--- src/rtl/swdmte_pkg.sv ---
// Shared definitions for the SWD master transaction engine: command and ack
// codes, configuration register indexes, reset values and the result layout.
// No dependencies.
package swdmte_pkg;

    // Command codes carried in the command field of a command transaction.
    localparam logic [2:0] CMD_READ  = 3'd0;
    localparam logic [2:0] CMD_WRITE = 3'd1;
    localparam logic [2:0] CMD_RESET = 3'd2;
    localparam logic [2:0] CMD_J2S   = 3'd3;
    localparam logic [2:0] CMD_IDLE  = 3'd4;

    // Kind of an input transaction, carried in tuser.
    localparam logic REQ_COMMAND = 1'b0;
    localparam logic REQ_TICK    = 1'b1;

    // Acknowledge codes returned by the target.
    localparam logic [2:0] ACK_OK   = 3'd1;
    localparam logic [2:0] ACK_WAIT = 3'd2;

    // Configuration register indexes.
    localparam logic [1:0] CFG_RETRY_LIMIT = 2'd0;
    localparam logic [1:0] CFG_WAIT_GAP    = 2'd1;
    localparam logic [1:0] CFG_RST_HIGH    = 2'd2;
    localparam logic [1:0] CFG_RST_LOW     = 2'd3;

    // Configuration reset values.
    localparam logic [3:0] RETRY_LIMIT_RST = 4'd8;
    localparam logic [3:0] WAIT_GAP_RST    = 4'd4;
    localparam logic [7:0] RST_HIGH_RST    = 8'd60;
    localparam logic [3:0] RST_LOW_RST     = 4'd4;

    // JTAG-to-SWD switching sequence, sent LSB first.
    localparam logic [15:0] J2S_SEQ = 16'hE79E;

    // One result transaction, packed LSB first into the 48-bit tdata.
    typedef struct packed {
        logic [6:0]  pad;
        logic        cmd_rejected;
        logic [31:0] read_data;
        logic [2:0]  ack;
        logic        done_res;
        logic        busy_res;
        logic        clock_active;
        logic        swdio_drive;
        logic        swdio_out;
    } result_t;

endpackage

--- src/rtl/swd_master_transaction_engine.sv ---
// SWD master transaction engine: top level with the protocol state machine,
// configuration registers and a two-entry output buffer.
// Depends on swdmte_pkg.
//
// Channel   Direction  Handshake             Payload
// s_axis    in         tvalid/tready         tdata 48b command fields, tuser kind
// m_axis    out        tvalid/tready         tdata 48b pin and status result
// cfg       in         cfg_we (no wait)      cfg_addr index, cfg_wdata value
//
// Every input transaction has its result registered at the edge where it is
// accepted, so one transaction per clock is sustained while the buffer has room.
// The two-entry output buffer (output register plus skid register) keeps the
// input ready while a single result waits; only with both entries full is
// s_axis_tready dropped. Reset is synchronous and active low; it returns the
// engine to idle, restores the default configuration and empties the buffer.
module swd_master_transaction_engine
    import swdmte_pkg::*;
(
    input  logic        aclk,
    input  logic        aresetn,
    // Input: [2:0] command, [3] ap_not_dp, [5:4] reg_addr, [37:6] write_data,
    // [45:38] idle_count, [46] swdio_in, [47] zero.
    input  logic [47:0] s_axis_tdata,
    // Input tuser: [0] req_type (0 command, 1 SWCLK tick).
    input  logic        s_axis_tuser,
    input  logic        s_axis_tvalid,
    output logic        s_axis_tready,
    // Result: [0] swdio_out, [1] swdio_drive, [2] clock_active, [3] busy_res,
    // [4] done_res, [7:5] ack, [39:8] read_data, [40] cmd_rejected, [47:41] zero.
    output logic [47:0] m_axis_tdata,
    output logic        m_axis_tvalid,
    input  logic        m_axis_tready,
    input  logic        cfg_we,
    input  logic [1:0]  cfg_addr,
    input  logic [7:0]  cfg_wdata
);

    // Protocol phases.
    localparam logic [3:0] PH_IDLE     = 4'd0;
    localparam logic [3:0] PH_REQ      = 4'd1;
    localparam logic [3:0] PH_TRN_A    = 4'd2;
    localparam logic [3:0] PH_ACK      = 4'd3;
    localparam logic [3:0] PH_RDATA    = 4'd4;
    localparam logic [3:0] PH_RPAR     = 4'd5;
    localparam logic [3:0] PH_TRN_B    = 4'd6;
    localparam logic [3:0] PH_WDATA    = 4'd7;
    localparam logic [3:0] PH_WPAR     = 4'd8;
    localparam logic [3:0] PH_GAP      = 4'd9;
    localparam logic [3:0] PH_RST_HIGH = 4'd10;
    localparam logic [3:0] PH_RST_LOW  = 4'd11;
    localparam logic [3:0] PH_J2S      = 4'd12;
    localparam logic [3:0] PH_IDLE_RUN = 4'd13;

    // Input fields.
    logic [2:0]  in_cmd;
    logic        in_ap;
    logic [1:0]  in_addr;
    logic [31:0] in_wdata;
    logic [7:0]  in_idle;
    logic        in_bit;

    assign in_cmd   = s_axis_tdata[2:0];
    assign in_ap    = s_axis_tdata[3];
    assign in_addr  = s_axis_tdata[5:4];
    assign in_wdata = s_axis_tdata[37:6];
    assign in_idle  = s_axis_tdata[45:38];
    assign in_bit   = s_axis_tdata[46];

    // Configuration registers.
    logic [3:0] retry_limit_reg;
    logic [3:0] wait_gap_reg;
    logic [7:0] rst_high_reg;
    logic [3:0] rst_low_reg;

    // Engine state. The latched request holds APnDP, RnW, A2, A3 and parity.
    logic [3:0]  phase_reg,   phase_next;
    logic [7:0]  cnt_reg,     cnt_next;
    logic [31:0] shift_reg,   shift_next;
    logic [4:0]  req_reg,     req_next;
    logic [31:0] wword_reg,   wword_next;
    logic [2:0]  ack_reg,     ack_next;
    logic [3:0]  attempt_reg, attempt_next;
    logic [31:0] rword_reg,   rword_next;

    // Output buffer.
    result_t out_reg, skid_reg;
    logic    out_valid_reg, skid_valid_reg;

    logic       accept, pop;
    result_t    res;
    logic       dout, drive, clk, rejected, done;
    logic [7:0] cnt_inc, cnt_dec;
    logic [7:0] req_byte;
    logic [2:0] ack_or;
    logic [3:0] limit, attempt_inc;
    logic       rnw;

    assign accept        = s_axis_tvalid && s_axis_tready;
    assign pop           = m_axis_tvalid && m_axis_tready;
    assign s_axis_tready = !skid_valid_reg;
    assign m_axis_tvalid = out_valid_reg;
    assign m_axis_tdata  = out_reg;

    assign cnt_inc     = 8'(cnt_reg + 8'd1);
    assign cnt_dec     = (cnt_reg != 8'd0) ? 8'(cnt_reg - 8'd1) : 8'd0;
    // Request byte on the wire: start, APnDP, RnW, A2, A3, parity, stop, park.
    assign req_byte    = {1'b1, 1'b0, req_reg, 1'b1};
    assign ack_or      = ack_reg | 3'({2'b00, in_bit} << cnt_reg[1:0]);
    assign limit       = (retry_limit_reg == 4'd0) ? 4'd1 : retry_limit_reg;
    assign attempt_inc = (attempt_reg < 4'd15) ? 4'(attempt_reg + 4'd1) : attempt_reg;
    assign rnw         = (in_cmd == CMD_READ);

    // One step of the engine for the transaction on the input.
    always_comb begin
        phase_next   = phase_reg;
        cnt_next     = cnt_reg;
        shift_next   = shift_reg;
        req_next     = req_reg;
        wword_next   = wword_reg;
        ack_next     = ack_reg;
        attempt_next = attempt_reg;
        rword_next   = rword_reg;
        dout         = 1'b0;
        drive        = 1'b0;
        clk          = 1'b0;
        rejected     = 1'b0;
        done         = 1'b0;

        if (s_axis_tuser == REQ_COMMAND) begin
            if (phase_reg != PH_IDLE) begin
                rejected = 1'b1;
            end else begin
                case (in_cmd)
                    CMD_READ, CMD_WRITE: begin
                        req_next     = {in_ap ^ rnw ^ in_addr[0] ^ in_addr[1],
                                        in_addr[1], in_addr[0], rnw, in_ap};
                        wword_next   = in_wdata;
                        attempt_next = 4'd0;
                        ack_next     = 3'd0;
                        shift_next   = 32'd0;
                        phase_next   = PH_REQ;
                        cnt_next     = 8'd0;
                    end
                    CMD_RESET: begin
                        ack_next = 3'd0;
                        if (rst_high_reg != 8'd0) begin
                            phase_next = PH_RST_HIGH;
                            cnt_next   = rst_high_reg;
                        end else if (rst_low_reg == 4'd0) begin
                            done = 1'b1;
                        end else begin
                            phase_next = PH_RST_LOW;
                            cnt_next   = {4'd0, rst_low_reg};
                        end
                    end
                    CMD_J2S: begin
                        ack_next   = 3'd0;
                        phase_next = PH_J2S;
                        cnt_next   = 8'd0;
                    end
                    CMD_IDLE: begin
                        ack_next = 3'd0;
                        cnt_next = in_idle;
                        if (in_idle != 8'd0) begin
                            phase_next = PH_IDLE_RUN;
                        end else begin
                            done = 1'b1;
                        end
                    end
                    default: begin
                        rejected = 1'b1;
                    end
                endcase
            end
        end else if (phase_reg != PH_IDLE) begin
            clk = 1'b1;
            case (phase_reg)
                PH_REQ: begin
                    drive = 1'b1;
                    dout  = req_byte[cnt_reg[2:0]];
                    if (cnt_reg[2:0] == 3'd7) begin
                        phase_next = PH_TRN_A;
                        cnt_next   = 8'd0;
                    end else begin
                        cnt_next = cnt_inc;
                    end
                end
                PH_TRN_A: begin
                    phase_next = PH_ACK;
                    cnt_next   = 8'd0;
                end
                PH_ACK: begin
                    ack_next = ack_or;
                    if (cnt_reg == 8'd2) begin
                        cnt_next = 8'd0;
                        // Only a read that was accepted has a data phase here.
                        if (req_reg[1] && ack_or == ACK_OK) begin
                            phase_next = PH_RDATA;
                            shift_next = 32'd0;
                        end else begin
                            phase_next = PH_TRN_B;
                        end
                    end else begin
                        cnt_next = cnt_inc;
                    end
                end
                PH_RDATA: begin
                    shift_next[cnt_reg[4:0]] = shift_reg[cnt_reg[4:0]] | in_bit;
                    if (cnt_reg[4:0] == 5'd31) begin
                        phase_next = PH_RPAR;
                        cnt_next   = 8'd0;
                    end else begin
                        cnt_next = cnt_inc;
                    end
                end
                PH_RPAR: begin
                    // The target's parity bit is not checked.
                    rword_next = shift_reg;
                    phase_next = PH_TRN_B;
                end
                PH_TRN_B: begin
                    if (ack_reg == ACK_OK) begin
                        if (!req_reg[1]) begin
                            phase_next = PH_WDATA;
                            cnt_next   = 8'd0;
                        end else begin
                            phase_next = PH_IDLE;
                            done       = 1'b1;
                        end
                    end else if (ack_reg == ACK_WAIT && attempt_inc < limit) begin
                        attempt_next = attempt_inc;
                        if (wait_gap_reg != 4'd0) begin
                            phase_next = PH_GAP;
                            cnt_next   = {4'd0, wait_gap_reg};
                        end else begin
                            phase_next = PH_REQ;
                            cnt_next   = 8'd0;
                        end
                    end else begin
                        // Retries exhausted, or a fault or protocol error.
                        if (ack_reg == ACK_WAIT) begin
                            attempt_next = attempt_inc;
                        end
                        phase_next = PH_IDLE;
                        done       = 1'b1;
                    end
                end
                PH_WDATA: begin
                    drive = 1'b1;
                    dout  = wword_reg[cnt_reg[4:0]];
                    if (cnt_reg[4:0] == 5'd31) begin
                        phase_next = PH_WPAR;
                        cnt_next   = 8'd0;
                    end else begin
                        cnt_next = cnt_inc;
                    end
                end
                PH_WPAR: begin
                    drive      = 1'b1;
                    dout       = ^wword_reg;
                    phase_next = PH_IDLE;
                    done       = 1'b1;
                end
                PH_GAP: begin
                    drive    = 1'b1;
                    cnt_next = cnt_dec;
                    if (cnt_dec == 8'd0) begin
                        phase_next = PH_REQ;
                    end
                end
                PH_RST_HIGH: begin
                    drive    = 1'b1;
                    dout     = 1'b1;
                    cnt_next = cnt_dec;
                    if (cnt_dec == 8'd0) begin
                        if (rst_low_reg == 4'd0) begin
                            phase_next = PH_IDLE;
                            done       = 1'b1;
                        end else begin
                            phase_next = PH_RST_LOW;
                            cnt_next   = {4'd0, rst_low_reg};
                        end
                    end
                end
                PH_RST_LOW, PH_IDLE_RUN: begin
                    drive    = 1'b1;
                    cnt_next = cnt_dec;
                    if (cnt_dec == 8'd0) begin
                        phase_next = PH_IDLE;
                        done       = 1'b1;
                    end
                end
                PH_J2S: begin
                    drive = 1'b1;
                    dout  = J2S_SEQ[cnt_reg[3:0]];
                    if (cnt_reg[3:0] == 4'd15) begin
                        phase_next = PH_IDLE;
                        cnt_next   = 8'd0;
                        done       = 1'b1;
                    end else begin
                        cnt_next = cnt_inc;
                    end
                end
                default: begin
                    phase_next = PH_IDLE;
                    clk        = 1'b0;
                end
            endcase
        end

        res.pad          = 7'd0;
        res.cmd_rejected = rejected;
        res.read_data    = rword_next;
        res.ack          = done ? ack_next : 3'd0;
        res.done_res     = done;
        res.busy_res     = (phase_next != PH_IDLE);
        res.clock_active = clk;
        res.swdio_drive  = drive;
        res.swdio_out    = dout;
    end

    // Configuration writes.
    always_ff @(posedge aclk) begin
        if (!aresetn) begin
            retry_limit_reg <= RETRY_LIMIT_RST;
            wait_gap_reg    <= WAIT_GAP_RST;
            rst_high_reg    <= RST_HIGH_RST;
            rst_low_reg     <= RST_LOW_RST;
        end else if (cfg_we) begin
            case (cfg_addr)
                CFG_RETRY_LIMIT: retry_limit_reg <= cfg_wdata[3:0];
                CFG_WAIT_GAP:    wait_gap_reg    <= cfg_wdata[3:0];
                CFG_RST_HIGH:    rst_high_reg    <= cfg_wdata;
                CFG_RST_LOW:     rst_low_reg     <= cfg_wdata[3:0];
                default: begin
                end
            endcase
        end
    end

    // Engine state advances once per accepted transaction.
    always_ff @(posedge aclk) begin
        if (!aresetn) begin
            phase_reg   <= PH_IDLE;
            cnt_reg     <= 8'd0;
            shift_reg   <= 32'd0;
            req_reg     <= 5'd0;
            wword_reg   <= 32'd0;
            ack_reg     <= 3'd0;
            attempt_reg <= 4'd0;
            rword_reg   <= 32'd0;
        end else if (accept) begin
            phase_reg   <= phase_next;
            cnt_reg     <= cnt_next;
            shift_reg   <= shift_next;
            req_reg     <= req_next;
            wword_reg   <= wword_next;
            ack_reg     <= ack_next;
            attempt_reg <= attempt_next;
            rword_reg   <= rword_next;
        end
    end

    // Output register with a skid entry behind it.
    always_ff @(posedge aclk) begin
        if (!aresetn) begin
            out_valid_reg  <= 1'b0;
            skid_valid_reg <= 1'b0;
        end else if (skid_valid_reg) begin
            if (pop) begin
                skid_valid_reg <= 1'b0;
            end
        end else if (accept) begin
            if (!out_valid_reg || pop) begin
                out_valid_reg <= 1'b1;
            end else begin
                skid_valid_reg <= 1'b1;
            end
        end else if (pop) begin
            out_valid_reg <= 1'b0;
        end
    end

    always_ff @(posedge aclk) begin
        if (skid_valid_reg) begin
            if (pop) begin
                out_reg <= skid_reg;
            end
        end else if (accept) begin
            if (!out_valid_reg || pop) begin
                out_reg <= res;
            end else begin
                skid_reg <= res;
            end
        end
    end

    // A finished operation leaves the engine idle.
    assert property (@(posedge aclk) disable iff (!aresetn)
        m_axis_tvalid |-> !(out_reg.done_res && out_reg.busy_res))
        else $error("result reports done while still busy");

    // A rejected command never produces an SWCLK pulse.
    assert property (@(posedge aclk) disable iff (!aresetn)
        m_axis_tvalid |-> !(out_reg.cmd_rejected && out_reg.clock_active))
        else $error("rejected command issued a clock");

    // The skid entry is only filled behind a waiting output entry.
    assert property (@(posedge aclk) disable iff (!aresetn)
        skid_valid_reg |-> out_valid_reg)
        else $error("skid entry holds data with the output register empty");

    // An ack is only reported together with completion.
    assert property (@(posedge aclk) disable iff (!aresetn)
        (m_axis_tvalid && out_reg.ack != 3'd0) |-> out_reg.done_res)
        else $error("ack reported without completion");

endmodule

--- config.mk ---
export PLATFORM = sky130hd
export DESIGN_NAME = swd_master_transaction_engine
export DESIGN_NICKNAME = d
export VERILOG_FILES = /design/src/rtl/swdmte_pkg.sv /design/src/rtl/swd_master_transaction_engine.sv
export SDC_FILE = /design/constraint.sdc
export NUM_CORES = 1
export LEC_CHECK = 0
export BUFFER_PORTS_ARGS = -buffer_cell sky130_fd_sc_hd__buf_2
export CAP_MARGIN = 15
export CORE_MARGIN = 5
export CORE_UTILIZATION = 50
export CTS_CLUSTER_SIZE = 10
export DETAILED_ROUTE_END_ITERATION = 6
export GPL_TIMING_DRIVEN = 0
export PLACE_DENSITY = 0.69
export SETUP_SLACK_MARGIN = 0.1
export SLEW_MARGIN = 10
export SYNTH_ARGS = -nofsm -noshare
export SYNTH_HDL_FRONTEND = slang
export SYNTH_SLANG_ARGS = --single-unit
--- constraint.sdc ---
create_clock -name aclk -period 5.4 [get_ports aclk]
set_input_delay 0.54 -clock aclk [delete_from_list [all_inputs] [get_ports aclk]]
set_output_delay 0.54 -clock aclk [all_outputs]
set_load 0.1 [all_outputs]
==> flow_metrics.env, run 1 <==
export IMPL_first_iter_violations=701
export IMPL_die_x_microns=162
export IMPL_groute_usage_overall_pct=23.8
export IMPL_cts_buffers=27
export IMPL_worstPathArrival_ns=5.60
export IMPL_status="completed"
export IMPL_yosys_most_used_dff="dfxtp_1"
export IMPL_syn_inst=1238
export IMPL_clock_skew_ns=0.0259
export IMPL_yosysSeqAreaShare_pct=45.9
export IMPL_cp_start_kind="register"
export IMPL_diodes=0
export IMPL_drcViolationCount=0
export IMPL_fin_crit_ns=5.11
export IMPL_rsz0062_at_grt="no"
export IMPL_synth_edf_count=82
export IMPL_hp_class="in -> reg"
export IMPL_period_share_pct=94.5
export IMPL_setup_viol=0
export IMPL_die_y_microns=162
export IMPL_post_drt_wl_per_cell_microns=18.8
export IMPL_dr_total_vias=9768
export IMPL_nNetsFinal=1462
export IMPL_ctsRootBufferMaster="clkbuf_16"
export IMPL_crit_required_ns=5.89
export IMPL_portBuffers=103
export IMPL_path_class="reg -> reg"
export IMPL_htreeDepth=1
export IMPL_worstSkewPairLatency_ns=0.56
export IMPL_syn_to_final_growth_pct=15.6
export IMPL_synth_seq_cells=225
export IMPL_grt_pass1_vias=9209
export IMPL_finalHoldViolations=0
export IMPL_slew_viol_final=0
export IMPL_place_area_sq_um=12600
export IMPL_critPathMaxFanout=10
export IMPL_slew_headroom_pct=19.3
export IMPL_pwr_density_cell_nw_per_um2=331
export IMPL_antenna_found_initial=0
export IMPL_yosysWarnings=0
export IMPL_fin_tns_setup_ns=0
export IMPL_finalNonFillerCells=1711
export IMPL_syn_avg_cell_area_sq_um=9.37
export IMPL_dieArea_sq_um=26300
export IMPL_end_kind="register"
export IMPL_p_leak_nw=5.04
export IMPL_pin_count=114
export IMPL_cap_violations=0
export IMPL_start_util_pct=50.9
export IMPL_grt_pass1_wl_microns=50600
export IMPL_cts_tree="yes"
export IMPL_use_met3_pct=4.21
export IMPL_overflow=0
export IMPL_drt_pass1_iterations=6
export IMPL_whs_ns=0.210
export IMPL_routabilityCongestion=0.950
export IMPL_drive_gt1_share_pct=19.7
export IMPL_use_met2_pct=37.3
export IMPL_use_met1_pct=34.4
export IMPL_cts_buffer_depth=3
export IMPL_rows=55
export IMPL_drt_antenna_violating_nets=0
export IMPL_viasPerCell=5.71
export IMPL_wirelength_microns=32200
export IMPL_grt_max_degree=30
export IMPL_coreArea_sq_um=22800
export IMPL_async_flop_share_pct=0
export IMPL_dp_cells=1662
export IMPL_numClockSinks=225
export IMPL_cts_clk_slew_worst_paths_ns=0.06
export IMPL_fmax_mhz=196
export IMPL_ir_worst_vdd_mv=0.230
export IMPL_synth_cell_type_count=77
export IMPL_place_hpwl_microns=23400
export IMPL_busiest_layer="met2"
export IMPL_synth_area_sq_um=11600
export IMPL_worst_pin_slew_ns=1.21
export IMPL_cts_hold_buffers=0
export IMPL_stdcell_area_sq_um=13400
==> cell usage in the layout (no fill, tap or decap), types with 6 or more instances in the layout <==
master / instances
buf_4: 7
nor2b_1: 13
o21ai_0: 19
xnor2_1: 35
xor2_1: 7
mux2_2: 72
inv_1: 19
o21a_1: 8
and2_1: 12
o211ai_1: 6
buf_2: 117
nor2_1: 162
a211oi_1: 13
edfxtp_1: 82
nor4_1: 7
mux4_2: 16
a22oi_1: 6
a21o_1: 7
mux2i_1: 19
dfxtp_1: 143
nand2b_1: 6
clkbuf_16: 27
a21oi_1: 101
nand2_1: 150
ha_1: 17
nand3_1: 27
nand4_1: 6
a221oi_1: 9
buf_1: 6
nor3_1: 74
nor3b_1: 8
conb_1: 7
a31oi_1: 6
clkbuf_1: 80
==> layout make-up <==
type	count	area (sq um)
Inverter	21	78.8
Fill cell	1989	9370
Timing Repair Buffer	108	573
Multi-Input combinational cell	904	5840
Tap cell	313	392
Clock buffer	44	769
Sequential cell	225	5330
Clock inverter	2	28.8
Buffer	94	404
==> cell usage after synthesis (all sizes together) (13+ instances only) <==
| cell | n | area (sq um) |
|---|---|---|
| a211oi | 14 | 110 |
| a21oi | 102 | 510 |
| buf | 27 | 149 |
| clkbuf | 67 | 251 |
| dfxtp | 143 | 2860 |
| edfxtp | 82 | 2460 |
| ha | 17 | 213 |
| inv | 19 | 71.3 |
| mux2 | 73 | 826 |
| mux2i | 19 | 190 |
| mux4 | 16 | 360 |
| nand2 | 150 | 563 |
| nand3 | 27 | 135 |
| nor2 | 162 | 608 |
| nor2b | 13 | 81.3 |
| nor3 | 76 | 385 |
| o21ai | 21 | 105 |
| xnor2 | 35 | 307 |
==> critical path, stage by stage, from the launching register on <==
cell,delay (ns)
dfxtp_1,0.52
buf_2,0.36
clkbuf_2,0.38
buf_2,0.37
inv_1,0.14
ha_1,0.28
xnor2_1,0.38
nand3_1,0.12
o21ai_1,0.40
o2111ai_4,0.27
o22ai_1,0.20
nand3_1,0.10
a311oi_1,0.48
o21a_1,0.20
ha_1,0.21
or4b_1,0.52
nand3_1,0.11
==> what timing repair did <==
action | 4_1_cts | 5_1_grt
gates cloned | 0 | 0
buffers inserted | 0 | 0
setup endpoints to repair | 11 | 1
resized for setup | 3 | 1
==> per-stage QoR <==
| step | total power [mW] | util (%) | worst slack (ns) |
|---|---|---|---|
| after floorplan | 2.60 | - | 1.19 |
| after global placement | 2.80 | 55.0 | -0.557 |
| after detailed placement | 2.81 | 55.2 | -0.543 |
| after CTS | 4.47 | 58.8 | 0.258 |
| after global routing | 4.62 | 58.9 | 0.101 |
| final | 4.44 | 58.9 | 0.295 |
==> final timing paths <==
check	from	endpoint	slack [ns]	depth (start not counted)
max reg2reg	cnt_reg[1]	register	0.29	16
min	cfg_wdata[5]	rst_high_reg[5]	0.21	3
max	cnt_reg[1]	register	0.29	16
min reg2reg	req_reg[0]	req_reg[0]	0.46	2
==> where the power goes <==
group          total, mW  switching, mW  internal, mW  leakage (nW)
combinational      0.904          0.650         0.254          2.69
clock               1.65          0.686         0.968         0.385
sequential          1.89         0.0368          1.85          1.96
==> per-layer routing <==
layer,wire length (microns),part of all wire [%]
met1,14600,45
met2,14500,45
met3,2410,7.5
met4,718,2.2
met5,0,0
==> cells by family (layout without fill, tap and decap cells) <==
| logic type | Yosys count | in the layout | share of synthesized area, % |
|---|---|---|---|
| and+or+nand+nor | 501 | 501 | 19.9 |
| AOI/OAI and AO/OA | 229 | 229 | 13.1 |
| DFF | 225 | 225 | 45.9 |
| buffers and inverters | 115 | 269 | 4.13 |
| muxes | 108 | 108 | 11.9 |
| xor gates and xnor gates | 42 | 42 | 3.17 |
| adders and majority gates | 17 | 17 | 1.83 |
| other | 1 | 7 | 0.0323 |
(Power assumes the default switching activity.)
==> inputs of run 2 (changes only) <==
Settings changed: REMOVE_ABC_BUFFERS set to 1.
==> run 2 against run 1 <==
Effect of this change: critical path depth decreased by 3; worst hold slack improved by 0.019 ns; routed wire length decreased by 14%; cell count decreased by 5.0%; die area unchanged; power decreased by 3.1%; clock power decreased by 5%; fmax increased by 16%; global-route usage decreased by 3.3 points; clock skew decreased by 0.017 ns; register-to-register slack improved by 0.70 ns; critical path type unchanged; largest cell class unchanged; largest power group unchanged; highest routed layer unchanged.
==> flow_metrics.env, run 2 (synthesis results as in run 1) <==
export IMPL_critPathMaxFanout=34
export IMPL_clock_skew_ns=0.00846
export IMPL_pin_count=114
export IMPL_fin_tns_setup_ns=0
export IMPL_portBuffers=105
export IMPL_start_util_pct=50.9
export IMPL_layout_commonest_cell="nor2_1"
export IMPL_pwr_share_comb_pct=19.2
export IMPL_top_layer="met4"
export IMPL_rows=55
export IMPL_whs_ns=0.228
export IMPL_die_y_microns=162
export IMPL_cp_start_kind="register"
export IMPL_coreArea_sq_um=22800
export IMPL_p_switching_mw=1.31
export IMPL_timing_final_ws_setup_ns=0.998
export IMPL_finalNonFillerCells=1625
export IMPL_finalPower_mw=4.31
export IMPL_overflow=0
export IMPL_dr_wl_met2_microns=12700
export IMPL_wl_met1_microns=12700
export IMPL_nNetsFinal=1378
export IMPL_cap_violations=0
export IMPL_ctsRootBufferMaster="clkbuf_16"
export IMPL_diodes=0
export IMPL_post_drt_wl_per_cell_microns=17.0
export IMPL_path_class="reg -> reg"
export IMPL_dieArea_sq_um=26300
export IMPL_fill_cells=1996
export IMPL_viasPerCell=5.66
export IMPL_p_leak_nw=4.89
export IMPL_end_kind="register"
export IMPL_cts_clk_slew_worst_paths_ns=0.06
export IMPL_drt_pass1_iterations=5
export IMPL_cts_hold_buffers=0
export IMPL_cts_tree="yes"
export IMPL_dr_total_vias=9199
export IMPL_layout_common_cells="nor2_1, nand2_1, dfxtp_1"
export IMPL_antenna_found_initial=0
export IMPL_wl_met3_microns=1700
export IMPL_drt_antenna_violating_nets=0
export IMPL_finalHoldViolations=0
export IMPL_grt_max_degree=76
export IMPL_drive_gt1_share_pct=20.6
export IMPL_utilization_pct=57.6
export IMPL_dp_slack_ns=1.05
export IMPL_dp_cells=1579
export IMPL_setup_viol=0
export IMPL_pwr_share_clk_pct=36.2
export IMPL_cts_resized_gates=0
export IMPL_hp_class="in -> reg"
export IMPL_post_cts_setup_buffers=0
export IMPL_ff_latch_area_sq_um=5330
export IMPL_wirelength_microns=27700
export IMPL_cts_buffer_depth=3
export IMPL_worst_pin_slew_ns=1.08
export IMPL_place_hpwl_microns=18700
export IMPL_worstSkewPairLatency_ns=0.53
export IMPL_slew_headroom_pct=27.8
export IMPL_routabilityCongestion=0.929
export IMPL_groute_usage_overall_pct=20.6
export IMPL_first_iter_violations=862
export IMPL_die_x_microns=162
export IMPL_p_sw_share_pct=30.3
export IMPL_fmax_mhz=227
export IMPL_syn_to_final_growth_pct=13.2
export IMPL_drcViolationCount=0
export IMPL_power_frac_seq_pct=44.6
export IMPL_status="completed"
export IMPL_numClockSinks=225
export IMPL_htreeDepth=1
export IMPL_intPower_mw=3.00
export IMPL_pwr_density_cell_nw_per_um2=328
export IMPL_period_share_pct=81.5
export IMPL_stdcell_area_sq_um=13100
export IMPL_multiInputGateArea_sq_um=5870
export IMPL_grt_pass1_vias=8937
export IMPL_grt_pass1_wl_microns=45300
export IMPL_slew_viol_final=0
export IMPL_cts_buffers=26
export IMPL_fin_crit_ns=4.40
export IMPL_place_area_sq_um=12400
export IMPL_ir_worst_vdd_mv=0.231
export IMPL_crit_required_ns=5.87
export IMPL_rsz0062_at_grt="no"
export IMPL_worstPathArrival_ns=4.87
[run 2: path summary, 6_finish.rpt]
| path | from | depth (start not counted) | slack [ns] | to |
|---|---|---|---|---|
| setup / recovery | cnt_reg[1] | 13 | 1.0 | register |
| hold / removal | cfg_wdata[5] | 3 | 0.23 | rst_high_reg[5] |
| setup reg to reg | cnt_reg[1] | 13 | 1.0 | register |
| hold reg to reg | req_reg[4] | 2 | 0.46 | req_reg[4] |
[run 2: worst max-delay path: stages (launching register included)]
cell	delay, ns
dfxtp_2	0.85
inv_1	0.18
ha_1	0.31
xnor2_1	0.28
nand3_1	0.11
o21ai_0	0.53
o2111ai_4	0.26
o22ai_1	0.19
nand3_1	0.10
a311oi_1	0.49
o21a_1	0.21
ha_1	0.23
or4b_1	0.51
nand3_1	0.08
[run 2: cell type report]
class | instances | area share, %
Multi-Input combinational cell | 904 | 44.7
Tap cell | 313 | 2.98
Inverter | 21 | 0.619
Timing Repair Buffer | 119 | 5.53
Clock inverter | 1 | 0.124
Clock buffer | 42 | 5.49
Sequential cell | 225 | 40.6
[run 2: routing by layer]
metal	up-vias	global-route usage (%)
met5	-	0
met4	0	5.88
met3	48	3.07
met2	270	33.6
met1	4348	28.5
li1	4533	-
[run 2: power groups by stage]
stage	sequential (mW)	clock [mW]	combinational [mW]
3_5_place_dp	1.95	0	0.821
6_report	1.92	1.56	0.827
4_1_cts	1.92	1.60	0.826
2_1_floorplan	2.17	0	0.401
3_3_place_gp	1.96	0	0.791
5_1_grt	1.93	1.67	0.885
==> inputs of run 3 (changes only) <==
Settings changed: PLACE_DENSITY 0.69 to 0.72.
Clock period 5.4 ns to 3.6 ns, I/O delays scaled along.
==> run 3 against run 2 <==
Effect of this change: via count increased by 2.7%; power increased by 56%; worst setup slack got worse by 0.95 ns; core utilization up 2.5 points; first-iteration DRC count down 8.8%; critical path type unchanged.
==> flow_metrics.env, run 3 (synthesis results as in run 1) <==
export IMPL_post_drt_wl_per_cell_microns=17.3
export IMPL_finalNonFillerCells=1664
export IMPL_grt_pass1_vias=9345
export IMPL_drt_antenna_violating_nets=0
export IMPL_layout_commonest_cell="nor2_1"
export IMPL_hp_class="in -> reg"
export IMPL_drcViolationCount=0
export IMPL_power_frac_seq_pct=42.8
export IMPL_cpPeakStageDelay_ns=0.51
export IMPL_worst_path_max_delay_cell="or4b_1"
export IMPL_worstPathArrival_ns=4.04
export IMPL_viasPerCell=5.68
export IMPL_slew_viol_final=0
export IMPL_first_iter_violations=786
export IMPL_slew_headroom_pct=31.1
export IMPL_critPathTopFamily="compound AO/OA/AOI/OAI gates"
export IMPL_die_y_microns=162
export IMPL_hold_path_depth=3
export IMPL_crit_buf_inv=1
export IMPL_start_util_pct=50.9
export IMPL_status="completed"
export IMPL_path_class="reg -> reg"
export IMPL_drt_pass1_iterations=6
export IMPL_whs_endpoint="rst_high_reg[4]"
export IMPL_dr_total_vias=9449
export IMPL_cts_buffer_depth=3
export IMPL_p_leak_nw=5.14
export IMPL_wirelength_microns=28900
export IMPL_p_switching_mw=2.04
export IMPL_routabilityCongestion=0.903
export IMPL_ir_worst_vdd_mv=0.345
export IMPL_pin_count=114
export IMPL_cts_clk_slew_worst_paths_ns=0.06
export IMPL_crit_top_cell="ha_1"
export IMPL_numClockSinks=225
export IMPL_nNetsFinal=1413
export IMPL_intPower_mw=4.66
export IMPL_portBuffers=105
export IMPL_hp_start="cfg_wdata[4]"
export IMPL_cts_buffers=27
export IMPL_diodes=0
export IMPL_worst_pin_slew_ns=1.03
export IMPL_rows=55
export IMPL_ctsRootBufferMaster="clkbuf_16"
export IMPL_drive_gt1_share_pct=25.2
export IMPL_period_share_pct=98.6
export IMPL_fin_crit_ns=3.55
export IMPL_groute_usage_overall_pct=21.6
export IMPL_coreArea_sq_um=22800
export IMPL_cap_violations=0
export IMPL_die_x_microns=162
export IMPL_cts_tree="yes"
export IMPL_overflow=0
export IMPL_dieArea_sq_um=26300
export IMPL_htreeDepth=1
export IMPL_pwr_share_comb_pct=20.3
export IMPL_clock_skew_ns=0.0134
export IMPL_crit_required_ns=4.08
export IMPL_pwr_density_cell_nw_per_um2=489
export IMPL_grt_max_degree=76
export IMPL_finalHoldViolations=0
export IMPL_critPathMaxFanout=6
export IMPL_r2r_start="attempt_reg[1]"
export IMPL_place_hpwl_microns=18700
export IMPL_setup_viol=0
export IMPL_rrSetupSlack_ns=0.05
export IMPL_rsz0062_at_grt="yes"
export IMPL_p_sw_share_pct=30.5
export IMPL_r2r_cells=14
export IMPL_syn_to_final_growth_pct=18.1
export IMPL_antenna_found_initial=0
export IMPL_grt_pass1_wl_microns=47400
export IMPL_cp_start_kind="register"
export IMPL_layout_common_cells="nor2_1, nand2_1, dfxtp_1"
export IMPL_fmax_mhz=282
export IMPL_pwr_share_clk_pct=36.9
export IMPL_worstSkewPairLatency_ns=0.54
export IMPL_utilization_pct=60.2
export IMPL_dp_cells=1579
export IMPL_end_kind="register"
export IMPL_crit_chain="ha_4 -> nand3_2 -> mux2_4 -> ha_1 -> a21o_1 -> a211o_1 -> a41oi_2 -> o311ai_4 -> buf_6 -> a311oi_4 -> o21a_1 -> ha_1 -> or4b_1 -> nand3_1"
run 3: cell count changes in the layout (fill, tap and decap cells not counted), sizes merged:
cell      delta
buf         +32
bufbuf       +1
clkbuf       +5
clkinv       -1
clkinvlp     +1
inv          +1
run 3: stage by stage:
step,hold slack [ns],setup TNS [ns],cell area [sq um],power (mW),setup WS [ns]
finish,0.0286,0,13700,6.71,0.0489
global placement,0.439,-520.67,12100,4.12,-2.64
floorplan,0.422,-88.16,11200,3.86,-0.880
global route,0.0295,-0.115,13700,6.98,-0.115
detailed placement,0.448,-12.56,12400,4.16,-0.726
CTS,0.0153,0,13600,6.71,0.0712
run 3: worst max-delay path by stage:
stage                        start          endpoint  slack [ns]  cells after the start
CTS                     cnt_reg[0]          register        0.07                     14
finish              attempt_reg[1]          register        0.05                     14
floorplan           skid_valid_reg   m_axis_tdata[0]       -0.88                      3
detailed placement      cnt_reg[1]          register       -0.73                     13
global route            cnt_reg[0]          register       -0.12                     15
global placement     s_axis_tvalid  m_axis_tdata[31]       -2.64                      4
run 3: tightest hold or removal path, stage by stage:
cell and delay (ns):
buf_2 0.08, mux2i_1 0.05, nand2_1 0.05
run 3: power by group through the flow:
| stage | clock, mW | combinational, mW | sequential (mW) |
|---|---|---|---|
| 2_1_floorplan | 0 | 0.601 | 3.25 |
| 3_3_place_gp | 0 | 1.19 | 2.94 |
| 3_5_place_dp | 0 | 1.23 | 2.93 |
| 4_1_cts | 2.52 | 1.32 | 2.87 |
| 5_1_grt | 2.64 | 1.45 | 2.89 |
| 6_report | 2.47 | 1.36 | 2.87 |
run 3: layout make-up:
cell class | instances | area [sq um]
Fill cell | 1923 | 9070
Inverter | 21 | 85.1
Tap cell | 313 | 392
Timing Repair Buffer | 153 | 1020
Clock inverter | 2 | 28.8
Clock buffer | 46 | 767
Sequential cell | 225 | 5360
Multi-Input combinational cell | 904 | 6050
run 3: timing repair:
item	in CTS	in global routing
gates cloned	1	0
setup buffers	29	7
hold buffers	0	0
pin swaps	8	7
resized for setup	36	21
endpoints found under the setup margin	44	43
run 3: metal layers:
layer	global-route usage, %	part of all wire (%)	up-vias
met4	6.61	2.6	0
met5	0	0	-
met2	36.0	47	340
met1	29.3	45	4433
met3	2.97	6.3	56
li1	-	-	4620
